### src/rtl/core/eida_pkg.sv
`timescale 1ns / 1ps

package eida_pkg;

  localparam int DEFAULT_MAX_IDS = 64;

  localparam logic ACT_ALLOC  = 1'b0;
  localparam logic ACT_REMOVE = 1'b1;

  localparam logic [1:0] STATUS_OK   = 2'd0;
  localparam logic [1:0] STATUS_FULL = 2'd1;
  localparam logic [1:0] STATUS_DEAD = 2'd2;

  typedef struct packed {
    logic       action;
    logic [5:0] target_id;
  } op_word_t;

  typedef struct packed {
    logic [1:0] status;
    logic [5:0] entity_out;
    logic [5:0] dense_slot;
    logic [5:0] moved_entity;
    logic       moved_valid;
    logic [6:0] live_total;
  } res_word_t;

  typedef struct packed {
    logic load;
    logic s2i_sel_last;
    logic alloc_commit;
    logic rm_commit;
    logic emit_full;
    logic emit_dead;
  } ctrl_cmd_t;

  typedef struct packed {
    logic is_remove;
    logic full;
    logic rm_bad;
    logic live_ok;
  } dp_status_t;

endpackage

### src/rtl/core/eida_ctrl.sv
`timescale 1ns / 1ps

module eida_ctrl
  import eida_pkg::*;
(
  input  logic       clk,
  input  logic       rst,
  input  logic       start,
  output logic       busy,
  input  dp_status_t stat,
  output ctrl_cmd_t  cmd
);

  typedef enum logic [5:0] {
    ST_IDLE   = 6'b000001,
    ST_DECODE = 6'b000010,
    ST_ALLOC  = 6'b000100,
    ST_LOOKUP = 6'b001000,
    ST_CHECK  = 6'b010000,
    ST_COMMIT = 6'b100000
  } state_t;

  state_t state;
  state_t state_next;

  always_ff @(posedge clk) begin
    if (rst) begin
      state <= ST_IDLE;
    end else begin
      state <= state_next;
    end
  end

  assign busy = (state != ST_IDLE);

  always_comb begin
    state_next = state;
    cmd        = '0;
    case (state)
      ST_IDLE: begin
        if (start) begin
          cmd.load   = 1'b1;
          state_next = ST_DECODE;
        end
      end
      ST_DECODE: begin
        if (stat.is_remove) begin
          if (stat.rm_bad) begin
            cmd.emit_dead = 1'b1;
            state_next    = ST_IDLE;
          end else begin
            state_next = ST_LOOKUP;
          end
        end else begin
          if (stat.full) begin
            cmd.emit_full = 1'b1;
            state_next    = ST_IDLE;
          end else begin
            state_next = ST_ALLOC;
          end
        end
      end
      ST_ALLOC: begin
        cmd.alloc_commit = 1'b1;
        state_next       = ST_IDLE;
      end
      ST_LOOKUP: begin
        state_next = ST_CHECK;
      end
      ST_CHECK: begin
        if (stat.live_ok) begin
          cmd.s2i_sel_last = 1'b1;
          state_next       = ST_COMMIT;
        end else begin
          cmd.emit_dead = 1'b1;
          state_next    = ST_IDLE;
        end
      end
      ST_COMMIT: begin
        cmd.rm_commit = 1'b1;
        state_next    = ST_IDLE;
      end
      default: begin
        state_next = ST_IDLE;
      end
    endcase
  end

endmodule

### src/rtl/core/eida_datapath.sv
`timescale 1ns / 1ps

module eida_datapath
  import eida_pkg::*;
#(
  parameter int MAX_IDS = DEFAULT_MAX_IDS
) (
  input  logic       clk,
  input  logic       rst,
  input  op_word_t   op,
  input  ctrl_cmd_t  cmd,
  output dp_status_t stat,
  output logic       done,
  output res_word_t  result
);

  localparam int IW = $clog2(MAX_IDS);
  localparam int CW = $clog2(MAX_IDS + 1);
  localparam logic [31:0] MaxIds32 = 32'(MAX_IDS);
  localparam logic [IW-1:0] LastIdx = IW'(MAX_IDS - 1);
  localparam logic [CW-1:0] FullCount = CW'(MAX_IDS);

  logic          act;
  logic [5:0]    tgt;
  logic [IW-1:0] head;
  logic [IW-1:0] tail;
  logic          wrapped;
  logic [CW-1:0] count;
  logic [IW-1:0] fr_q;
  bit   [IW-1:0] i2s_q;
  bit   [IW-1:0] s2i_q;

  logic [IW-1:0] free_ring [MAX_IDS];
  bit   [IW-1:0] id_to_slot [MAX_IDS];
  bit   [IW-1:0] slot_to_id [MAX_IDS];

  logic [31:0]   tgt_w;
  logic [IW-1:0] tgt_idx;
  logic [CW-1:0] count_inc;
  logic [CW-1:0] count_dec;
  logic [IW-1:0] count_idx;
  logic [IW-1:0] last;
  logic [IW-1:0] s2i_addr;
  logic [IW-1:0] ring_val;
  logic          moved;
  logic [31:0]   ring_w;
  logic [31:0]   i2s_w;
  logic [31:0]   s2i_w;
  logic [31:0]   cnt_w;
  logic [31:0]   inc_w;
  logic [31:0]   dec_w;

  assign tgt_w     = 32'(tgt);
  assign tgt_idx   = tgt_w[IW-1:0];
  assign count_inc = count + CW'(1);
  assign count_dec = count - CW'(1);
  assign count_idx = count[IW-1:0];
  assign last      = count_dec[IW-1:0];
  assign s2i_addr  = cmd.s2i_sel_last ? last : i2s_q;
  assign ring_val  = (wrapped || (head < tail)) ? fr_q : head;
  assign moved     = (i2s_q != last);

  assign ring_w = 32'(ring_val);
  assign i2s_w  = 32'(i2s_q);
  assign s2i_w  = 32'(s2i_q);
  assign cnt_w  = 32'(count);
  assign inc_w  = 32'(count_inc);
  assign dec_w  = 32'(count_dec);

  assign stat.is_remove = (act == ACT_REMOVE);
  assign stat.full      = (count == FullCount);
  assign stat.rm_bad    = (tgt_w >= MaxIds32) || (count == '0);
  assign stat.live_ok   = (CW'(i2s_q) < count) && (s2i_q == tgt_idx);

  always_ff @(posedge clk) begin
    if (cmd.load) begin
      act <= op.action;
      tgt <= op.target_id;
    end
  end

  always_ff @(posedge clk) begin
    fr_q <= free_ring[head];
    if (cmd.rm_commit) begin
      free_ring[tail] <= tgt_idx;
    end
  end

  always_ff @(posedge clk) begin
    i2s_q <= id_to_slot[tgt_idx];
    if (cmd.alloc_commit) begin
      id_to_slot[ring_val] <= count_idx;
    end else if (cmd.rm_commit && moved) begin
      id_to_slot[s2i_q] <= i2s_q;
    end
  end

  always_ff @(posedge clk) begin
    s2i_q <= slot_to_id[s2i_addr];
    if (cmd.alloc_commit) begin
      slot_to_id[count_idx] <= ring_val;
    end else if (cmd.rm_commit && moved) begin
      slot_to_id[i2s_q] <= s2i_q;
    end
  end

  always_ff @(posedge clk) begin
    if (rst) begin
      head    <= '0;
      tail    <= '0;
      wrapped <= 1'b0;
      count   <= '0;
    end else if (cmd.alloc_commit) begin
      head  <= (head == LastIdx) ? '0 : head + IW'(1);
      count <= count_inc;
    end else if (cmd.rm_commit) begin
      if (tail == LastIdx) begin
        tail    <= '0;
        wrapped <= 1'b1;
      end else begin
        tail <= tail + IW'(1);
      end
      count <= count_dec;
    end
  end

  always_ff @(posedge clk) begin
    if (rst) begin
      done <= 1'b0;
    end else begin
      done <= cmd.alloc_commit | cmd.rm_commit | cmd.emit_full | cmd.emit_dead;
    end
  end

  always_ff @(posedge clk) begin
    if (cmd.alloc_commit) begin
      result.status       <= STATUS_OK;
      result.entity_out   <= ring_w[5:0];
      result.dense_slot   <= cnt_w[5:0];
      result.moved_entity <= '0;
      result.moved_valid  <= 1'b0;
      result.live_total   <= inc_w[6:0];
    end else if (cmd.rm_commit) begin
      result.status       <= STATUS_OK;
      result.entity_out   <= tgt;
      result.dense_slot   <= i2s_w[5:0];
      result.moved_entity <= moved ? s2i_w[5:0] : 6'd0;
      result.moved_valid  <= moved;
      result.live_total   <= dec_w[6:0];
    end else if (cmd.emit_full) begin
      result.status       <= STATUS_FULL;
      result.entity_out   <= '0;
      result.dense_slot   <= '0;
      result.moved_entity <= '0;
      result.moved_valid  <= 1'b0;
      result.live_total   <= cnt_w[6:0];
    end else if (cmd.emit_dead) begin
      result.status       <= STATUS_DEAD;
      result.entity_out   <= tgt;
      result.dense_slot   <= '0;
      result.moved_entity <= '0;
      result.moved_valid  <= 1'b0;
      result.live_total   <= cnt_w[6:0];
    end
  end

endmodule

### src/rtl/core/entity_id_allocator_dense_map.sv
`timescale 1ns / 1ps

// Entity identifier allocator with a packed dense map. A word is taken when
// start is high and busy is low; its result appears on result for exactly one
// cycle with done high, and the receiver cannot hold it off, so it must take
// every result word in that cycle. An allocate keeps busy high through the
// decode and alloc states (decode only when every identifier is in use) and a
// remove through decode, lookup, check and commit (decode only when nothing
// is live, decode to check when the identifier is not live), so a new word is
// not taken until the last one is through; done rises in the same cycle that
// busy falls, which is also the first cycle a new start is taken. The remove
// steps follow the chain of registered reads through the slot tables:
// identifier to slot, the slot's owner for the liveness check, then the
// owner of the last slot. The free list comes up holding every identifier in
// order straight out of reset, with no clearing pass.
module entity_id_allocator_dense_map
  import eida_pkg::*;
#(
  parameter int MAX_IDS = DEFAULT_MAX_IDS
) (
  input  logic      clk,
  input  logic      rst,
  input  logic      start,
  output logic      busy,
  input  op_word_t  op,
  output logic      done,
  output res_word_t result
);

  ctrl_cmd_t  cmd;
  dp_status_t stat;

  eida_ctrl u_ctrl (
    .clk   (clk),
    .rst   (rst),
    .start (start),
    .busy  (busy),
    .stat  (stat),
    .cmd   (cmd)
  );

  eida_datapath #(
    .MAX_IDS (MAX_IDS)
  ) u_datapath (
    .clk    (clk),
    .rst    (rst),
    .op     (op),
    .cmd    (cmd),
    .stat   (stat),
    .done   (done),
    .result (result)
  );

endmodule

### config.mk
export PLATFORM = sky130hd
export DESIGN_NAME = entity_id_allocator_dense_map
export DESIGN_NICKNAME = d
export VERILOG_FILES = /design/src/rtl/core/eida_pkg.sv /design/src/rtl/core/eida_ctrl.sv /design/src/rtl/core/eida_datapath.sv /design/src/rtl/core/entity_id_allocator_dense_map.sv
export SDC_FILE = /design/constraint.sdc
export NUM_CORES = 1
export LEC_CHECK = 0
export ABC_AREA = 1
export BUFFER_PORTS_ARGS = -buffer_cell sky130_fd_sc_hd__buf_2
export CAP_MARGIN = 20
export CORE_ASPECT_RATIO = 1.4
export CORE_UTILIZATION = 30
export DETAILED_ROUTE_END_ITERATION = 7
export GPL_TIMING_DRIVEN = 1
export MAX_ROUTING_LAYER = met4
export SKIP_LAST_GASP = 1
export SYNTH_ARGS = -nofsm -noshare
export SYNTH_HDL_FRONTEND = slang
export SYNTH_SLANG_ARGS = --single-unit
### constraint.sdc
create_clock -name clk -period 7.4 [get_ports clk]
set_input_delay 0.74 -clock clk [delete_from_list [all_inputs] [get_ports clk]]
set_output_delay 0.74 -clock clk [all_outputs]
set_load 0.005 [all_outputs]
==> results of run 1 <==
## critical path, cell delays in order, from the launching register on
cell	delay, ps
edfxtp_1	350
buf_4	410
inv_2	320
nand2_1	130
nand2_1	60
nor2_1	80
nand2_1	70
nor2_2	170
nand3_2	300
nand2_1	150
buf_4	390
nand2_4	600
buf_4	690
nand2_1	200
nand2_1	70
nand2_1	50
nand3_1	80
nand3_1	150
nand3_1	170
nand3_1	160
nand2_1	70
## stage by stage
stage,setup slack [ps],utilization (%),hold WS (ps)
final,2420,33.7,181
after global routing,1950,33.7,163
after CTS,2470,33.7,137
after detailed placement,2520,31.7,466
after global placement,2530,31.7,463
after floorplan,3520,-,452
## cell type report
cell class,count,area [sq um],area share [%]
Multi-Input combinational cell,2556,12300,21.5
Clock inverter,67,719,1.26
Tap cell,2262,2830,4.95
Sequential cell,1232,36500,63.8
Inverter,419,1580,2.77
Clock buffer,121,2670,4.67
Timing Repair Buffer,87,606,1.06
## flip-flops by register name, indices dropped and copies added (netlist names)
register / flops
u_ctrl.state: 6
u_datapath.act: 1
u_datapath.count: 7
u_datapath.done: 1
u_datapath.fr_q: 6
u_datapath.free_ring: 384
u_datapath.head: 6
u_datapath.i2s_q: 6
u_datapath.id_to_slot: 384
u_datapath.result: 28
u_datapath.s2i_q: 6
u_datapath.slot_to_id: 384
u_datapath.tail: 6
u_datapath.tgt: 6
u_datapath.wrapped: 1
## layout by cell type (no fill, tap or decap), drive strengths merged
cell      instances
clkbuf          121
nand3b           30
edfxtp         1178
clkinv           45
xor2              9
nand4            27
o311ai            2
clkinvlp          9
o32ai             3
nor4              3
o221ai           47
nor3             18
ha               15
o31ai             1
nor2            683
a221o             2
a31oi             9
a2111oi           1
nand2           544
o21ai           464
nor3b             1
and3              1
buf              87
bufinv           11
o22ai           173
a21oi            35
a31o              1
o21bai            2
dfxtp            54
o211ai           23
xnor2             1
and2              1
inv             421
nand3           459
or2               1
## worst paths after layout
kind,start,to,slack (ps)
max,u_datapath.tgt[3],u_datapath.s2i_q[3],2420
min,op[4],u_datapath.tgt[4],180
max reg2reg,u_datapath.tgt[3],u_datapath.s2i_q[3],2420
min reg2reg,u_datapath.result[26],u_datapath.result[26],480
## cell families after synthesis
kind of cell	after synthesis	share of synthesized area, %
adders and majority gates	15	0.366
and+or+nand+nor	1768	14.7
AOI/OAI and AO/OA	763	8.56
DFF	1232	71.1
buffers and inverters	666	5.07
xor gates and xnor gates	10	0.171
## layer usage
layer	share of wire (%)	GRT usage, %
met5	0	-
met4	3.5	5.61
met3	6.0	2.22
met2	50	25.9
met1	40	18.6
## power groups by stage
stage / clock [mW] / combinational [mW] / sequential [mW]
after floorplan: 0 / 0.729 / 7.80
final: 5.55 / 1.11 / 7.65
after global routing: 5.86 / 1.22 / 7.65
after global placement: 0 / 1.10 / 7.81
after detailed placement: 0 / 1.11 / 7.81
after CTS: 5.64 / 1.11 / 7.65
==> results.md, run 1 <==
* Status: completed
* TritonCTS Buffers at 103
* Tightest Hold Check Type: primary input to register
* Post-DP Area at 53800 sq um
* CTS resizes at 0
* Worst Path Max Fanout at 96
* LEAKAGE at 19.9 nW
* Ys flop type: edfxtp_1
* Die ar. at 173000 sq um
* Min Tclk post-route at 4980 ps
* Clock sink total at 1232
* Gpl congestion at 0.888
* Diodes inserted at 0
* Sw Share at 23.9%
* Clk_lat worst skew at 740 ps
* Clk pwr share at 38.8%
* Yosys reg bits at 1232
* Total GRT Usage at 15.4%
* Worst slew pin tran at 1090 ps
* Logic pwr share at 7.8%
* Most frequent cell after synthesis: edfxtp_1
* Fin area at 57200 sq um
* Reg2Reg Depth at 20
* Hold buffer count at CTS at 0
* Final ANT Viol Nets at 0
* PD cells at 250 nW/um^2
* First-pass GRT wire length at 198000 um
* Ratio of cells with drive above 1 in the final layout at 7.10%
* Switching pwr at 3.42 mW
* Syn. warnings at 0
* Final setup vio count at 0
* CTS tree: done
* Die height at 491 um
* Async set-reset flop share out of synthesis at 0%
* Syn_nets at 4479
* Register area share after synthesis at 71.1%
* # nets final at 4424
* Core area at 170000 sq um
* DR WL/cell at 19.5 um
* Clock buffer depth at 3
* DRT Wirelength at 132000 um
* Post-synth top area share at 69.0%
* Max Cap Viol at 0
* Number of global-route vias before repair at 32500
* Endpoint class of the critical path: register
* Part of the cycle the worst path needs at 67.3%
* # rows at 179
* Clk slew on worst S/H paths at 70 ps
* Sequential share of power at 53.5%
* Distinct cells, synth at 46
* Max VDD drop at 0.205 mV
* Htree depth at 3
* RSZ-0062 raised after global routing: no
* Final Max Slew Viols at 0
* Number of synthesized flops with an enable pin at 1178
* Antenna violations before repair at 0
* I/O Pins at 40
* PnR Total Power at 14.3 mW
* Largest net degree at the start of global routing at 144
* DR vias at 33500
* HPWL after DPL at 77500 um
* CP arrival at 5600 ps
* Final cell count without fillers at 6744
* DRT Pass-1 Iters at 5
* DR iter-0 viols at 3141
* Synth Instances at 4454
* Synth cell count leaders: edfxtp_1, nor2_1, nand2_1
* Mean Syn Cell Area at 11.5 sq um
* Post-CTS Setup Bufs at 0
* Crit path launch type: register
* Area Overhead vs Synth at 11.5%
* Layout Skew at 56.3 ps
* CTS root buffer: clkbuf_16
* DP Cell Count at 6556
* Final Hold Vio Count at 0
* Hold depth at 1
* Vias per cell at 4.96
* Synthesized area at 51300 sq um
* Initial Util at 30.2%
* Post-synth top area cell: edfxtp_1
* Slew HR at 27.1%
* P_int at 10.9 mW
* Req. time, crit path at 8020 ps
* Top cells by area, synth: edfxtp_1, nor2_1, o21ai_0
* PortBufs at 39
* Total gr overflow at 0
* Fillers at 16800
* Kind of critical path: register to register
* Die width at 351 um
* Maximum clock rate at 0.201 GHz
* Fin Setup TNS at 0 ps
* Number of remaining DRC errors at 0
Power figures use the tool's default switching activity.
==> run 2: changes to the inputs <==
- clock period: 7.4 -> 4.1 ns (I/O delays scaled with it)
==> run 2 against run 1 <==
Maximum frequency up 29%. Global-route usage rose by 0.079 points. Core utilization is 0.35 points higher. Critical path type unchanged. Via count is 0.48% higher. Clock power grew 82%. Largest cell class unchanged. Count of clock-buffer cells in the layout increased by 15.
==> results.md, run 2 (synthesis results as in run 1) <==
* Status: completed
* Gpl congestion at 0.930 (+4.7%)
* LEAKAGE at 20.2 nW (+1.8%)
* Clk slew on worst S/H paths at 70 ps (about the same)
* PnR Total Power at 25.9 mW (+81%)
* Most common cell after layout, fill and taps aside: edfxtp_1
* Final Hold Vio Count at 0 (unchanged)
* Layout Skew at 46.7 ps (-9.56 ps)
* Clk_lat worst skew at 740 ps (about the same)
* Initial Util at 30.2% (unchanged)
* Reg2Reg Depth at 14 (-30%)
* Htree depth at 3 (unchanged)
* Final setup vio count at 0 (unchanged)
* Tightest Hold Check Type: primary input to register
* First-pass GRT wire length at 199000 um (+0.49%)
* PortBufs at 39 (unchanged)
* Req. time, crit path at 4450 ps (-3570 ps)
* Worst slew pin tran at 1120 ps (+26.7 ps)
* RSZ-0062 raised after global routing: no
* Die ar. at 173000 sq um (unchanged)
* DR iter-0 viols at 2867 (-8.7%)
* Hold depth at 2 (+1)
* Part of the cycle the worst path needs at 93.8% (+27 points)
* CP arrival at 4200 ps (-1400 ps)
* Final Max Slew Viols at 0 (unchanged)
* CTS root buffer: clkbuf_16
* Clock buffer depth at 3 (unchanged)
* DRT Wirelength at 132000 um (+0.54%)
* Largest regs: u_datapath.free_ring x384, u_datapath.id_to_slot x384, u_datapath.slot_to_id x384
* # rows at 179 (unchanged)
* Die height at 491 um (unchanged)
* Number of remaining DRC errors at 0 (unchanged)
* Fillers at 16800 (-0.024%)
* Final ANT Viol Nets at 0 (unchanged)
* Core area at 170000 sq um (unchanged)
* Crit path launch type: register
* WHS at 109 ps (-72.3 ps)
* Number of global-route vias before repair at 32800 (+0.84%)
* Fin Setup TNS at 0 ps (unchanged)
* Antenna violations before repair at 1 (+1)
* Ratio of cells with drive above 1 in the final layout at 8.09% (+0.99 points)
* DRT Pass-1 Iters at 8 (+3)
* TritonCTS Buffers at 104 (+0.97%)
* Most frequent cells in the layout: edfxtp_1, nor2_1, nand2_1
* Maximum clock rate at 0.260 GHz (+29%)
* # nets final at 4486 (+1.4%)
* I/O Pins at 40 (unchanged)
* Endpoint class of the critical path: register
* Vias per cell at 4.93 (-0.54%)
* Clock sink total at 1232 (unchanged)
* DR vias at 33600 (+0.48%)
* PD cells at 449 nW/um^2 (+79%)
* Area Overhead vs Synth at 12.6%
* Largest net degree at the start of global routing at 225 (+56%)
* Max VDD drop at 0.352 mV (+71%)
* Slew HR at 25.6% (-1.5 points)
* DR WL/cell at 19.4 um (-0.48%)
* Final core occ at 34.0% (+0.35 points)
* Total GRT Usage at 15.5% (+0.079 points)
* Min Tclk post-route at 3850 ps (-1130 ps)
* CTS tree: done
* Total gr overflow at 0 (unchanged)
* Worst Path Max Fanout at 20 (-79%)
* Die width at 351 um (unchanged)
* Kind of critical path: register to register
* Max Cap Viol at 0 (unchanged)
* HPWL after DPL at 80300 um (+3.6%)
-- run 2: cell count changes in the layout (fill, tap and decap cells not counted), moves of 2 or more --
cell           change
buf_4             +47
clkbuf_1           +9
dlygate4sd3_1      +8
buf_12             +6
clkinvlp_4         -4
clkbuf_16          +3
clkbuf_8           +3
inv_16             -3
clkinv_2           -2
clkinv_4           -2
-- run 2: routing by layer --
| layer | part of all wire, % | vias to the layer above | track usage, % |
|---|---|---|---|
| met5 | 0 | - | - |
| met3 | 6.1 | 280 | 2.27 |
| met4 | 4.0 | 0 | 6.38 |
| li1 | - | 15700 | - |
| met2 | 51 | 1157 | 26.3 |
| met1 | 39 | 16500 | 18.2 |
-- run 2: worst paths after layout --
path	slack, ps	to	startpoint
worst min register to register	490	u_datapath.result[26]	u_datapath.result[26]
worst max-delay path	250	u_datapath.slot_to_id[25][4]	u_datapath.count[1]
worst min-delay path	110	u_ctrl.state[4]	rst
worst max register to register	250	u_datapath.slot_to_id[25][4]	u_datapath.count[1]
-- run 2: critical path, stage by stage, from the launching register on --
cell,delay [ps]
dfxtp_1,380
inv_2,90
ha_1,400
nor2_1,60
nor3b_1,200
nand3_1,130
nor3_2,230
o21ai_2,100
nand2_4,240
nand2_1,110
o21ai_2,150
inv_2,160
nor2_2,180
nand3_1,410
nor2_1,610
-- run 2: area by class of cell --
class / count / area (sq um) / area share, %
antenna: 1 / 2.50 / 0.00433
tap: 2262 / 2830 / 4.90
clock inverter: 59 / 612 / 1.06
timing repair buffer: 148 / 1160 / 2.01
inverter: 419 / 1580 / 2.74
clock buffer: 136 / 2820 / 4.88
multi-input combinational: 2556 / 12300 / 21.3
sequential: 1232 / 36500 / 63.1
-- run 2: what timing repair did --
action,CTS,global route
gates resized for setup,0,1
buffers inserted,0,1
endpoints found under the hold margin,8,0
endpoints found under the setup margin,0,29
hold buffers,8,0
-- run 2: through the flow --
stage / worst slack (ps) / std cells / area, sq um
CTS: 146 / 6811 / 57700
global route: 71.0 / 6813 / 57800
finish: 253 / 6813 / 57800
global placement: 206 / 6608 / 54200
floorplan: 222 / 4454 / 51300
detailed placement: 186 / 6608 / 54200
-- run 2: where the power goes --
group          switching, mW  internal, mW
registers              0.113          13.7
logic                   1.46         0.581
clock network           4.55          5.51
total                   6.13          19.8
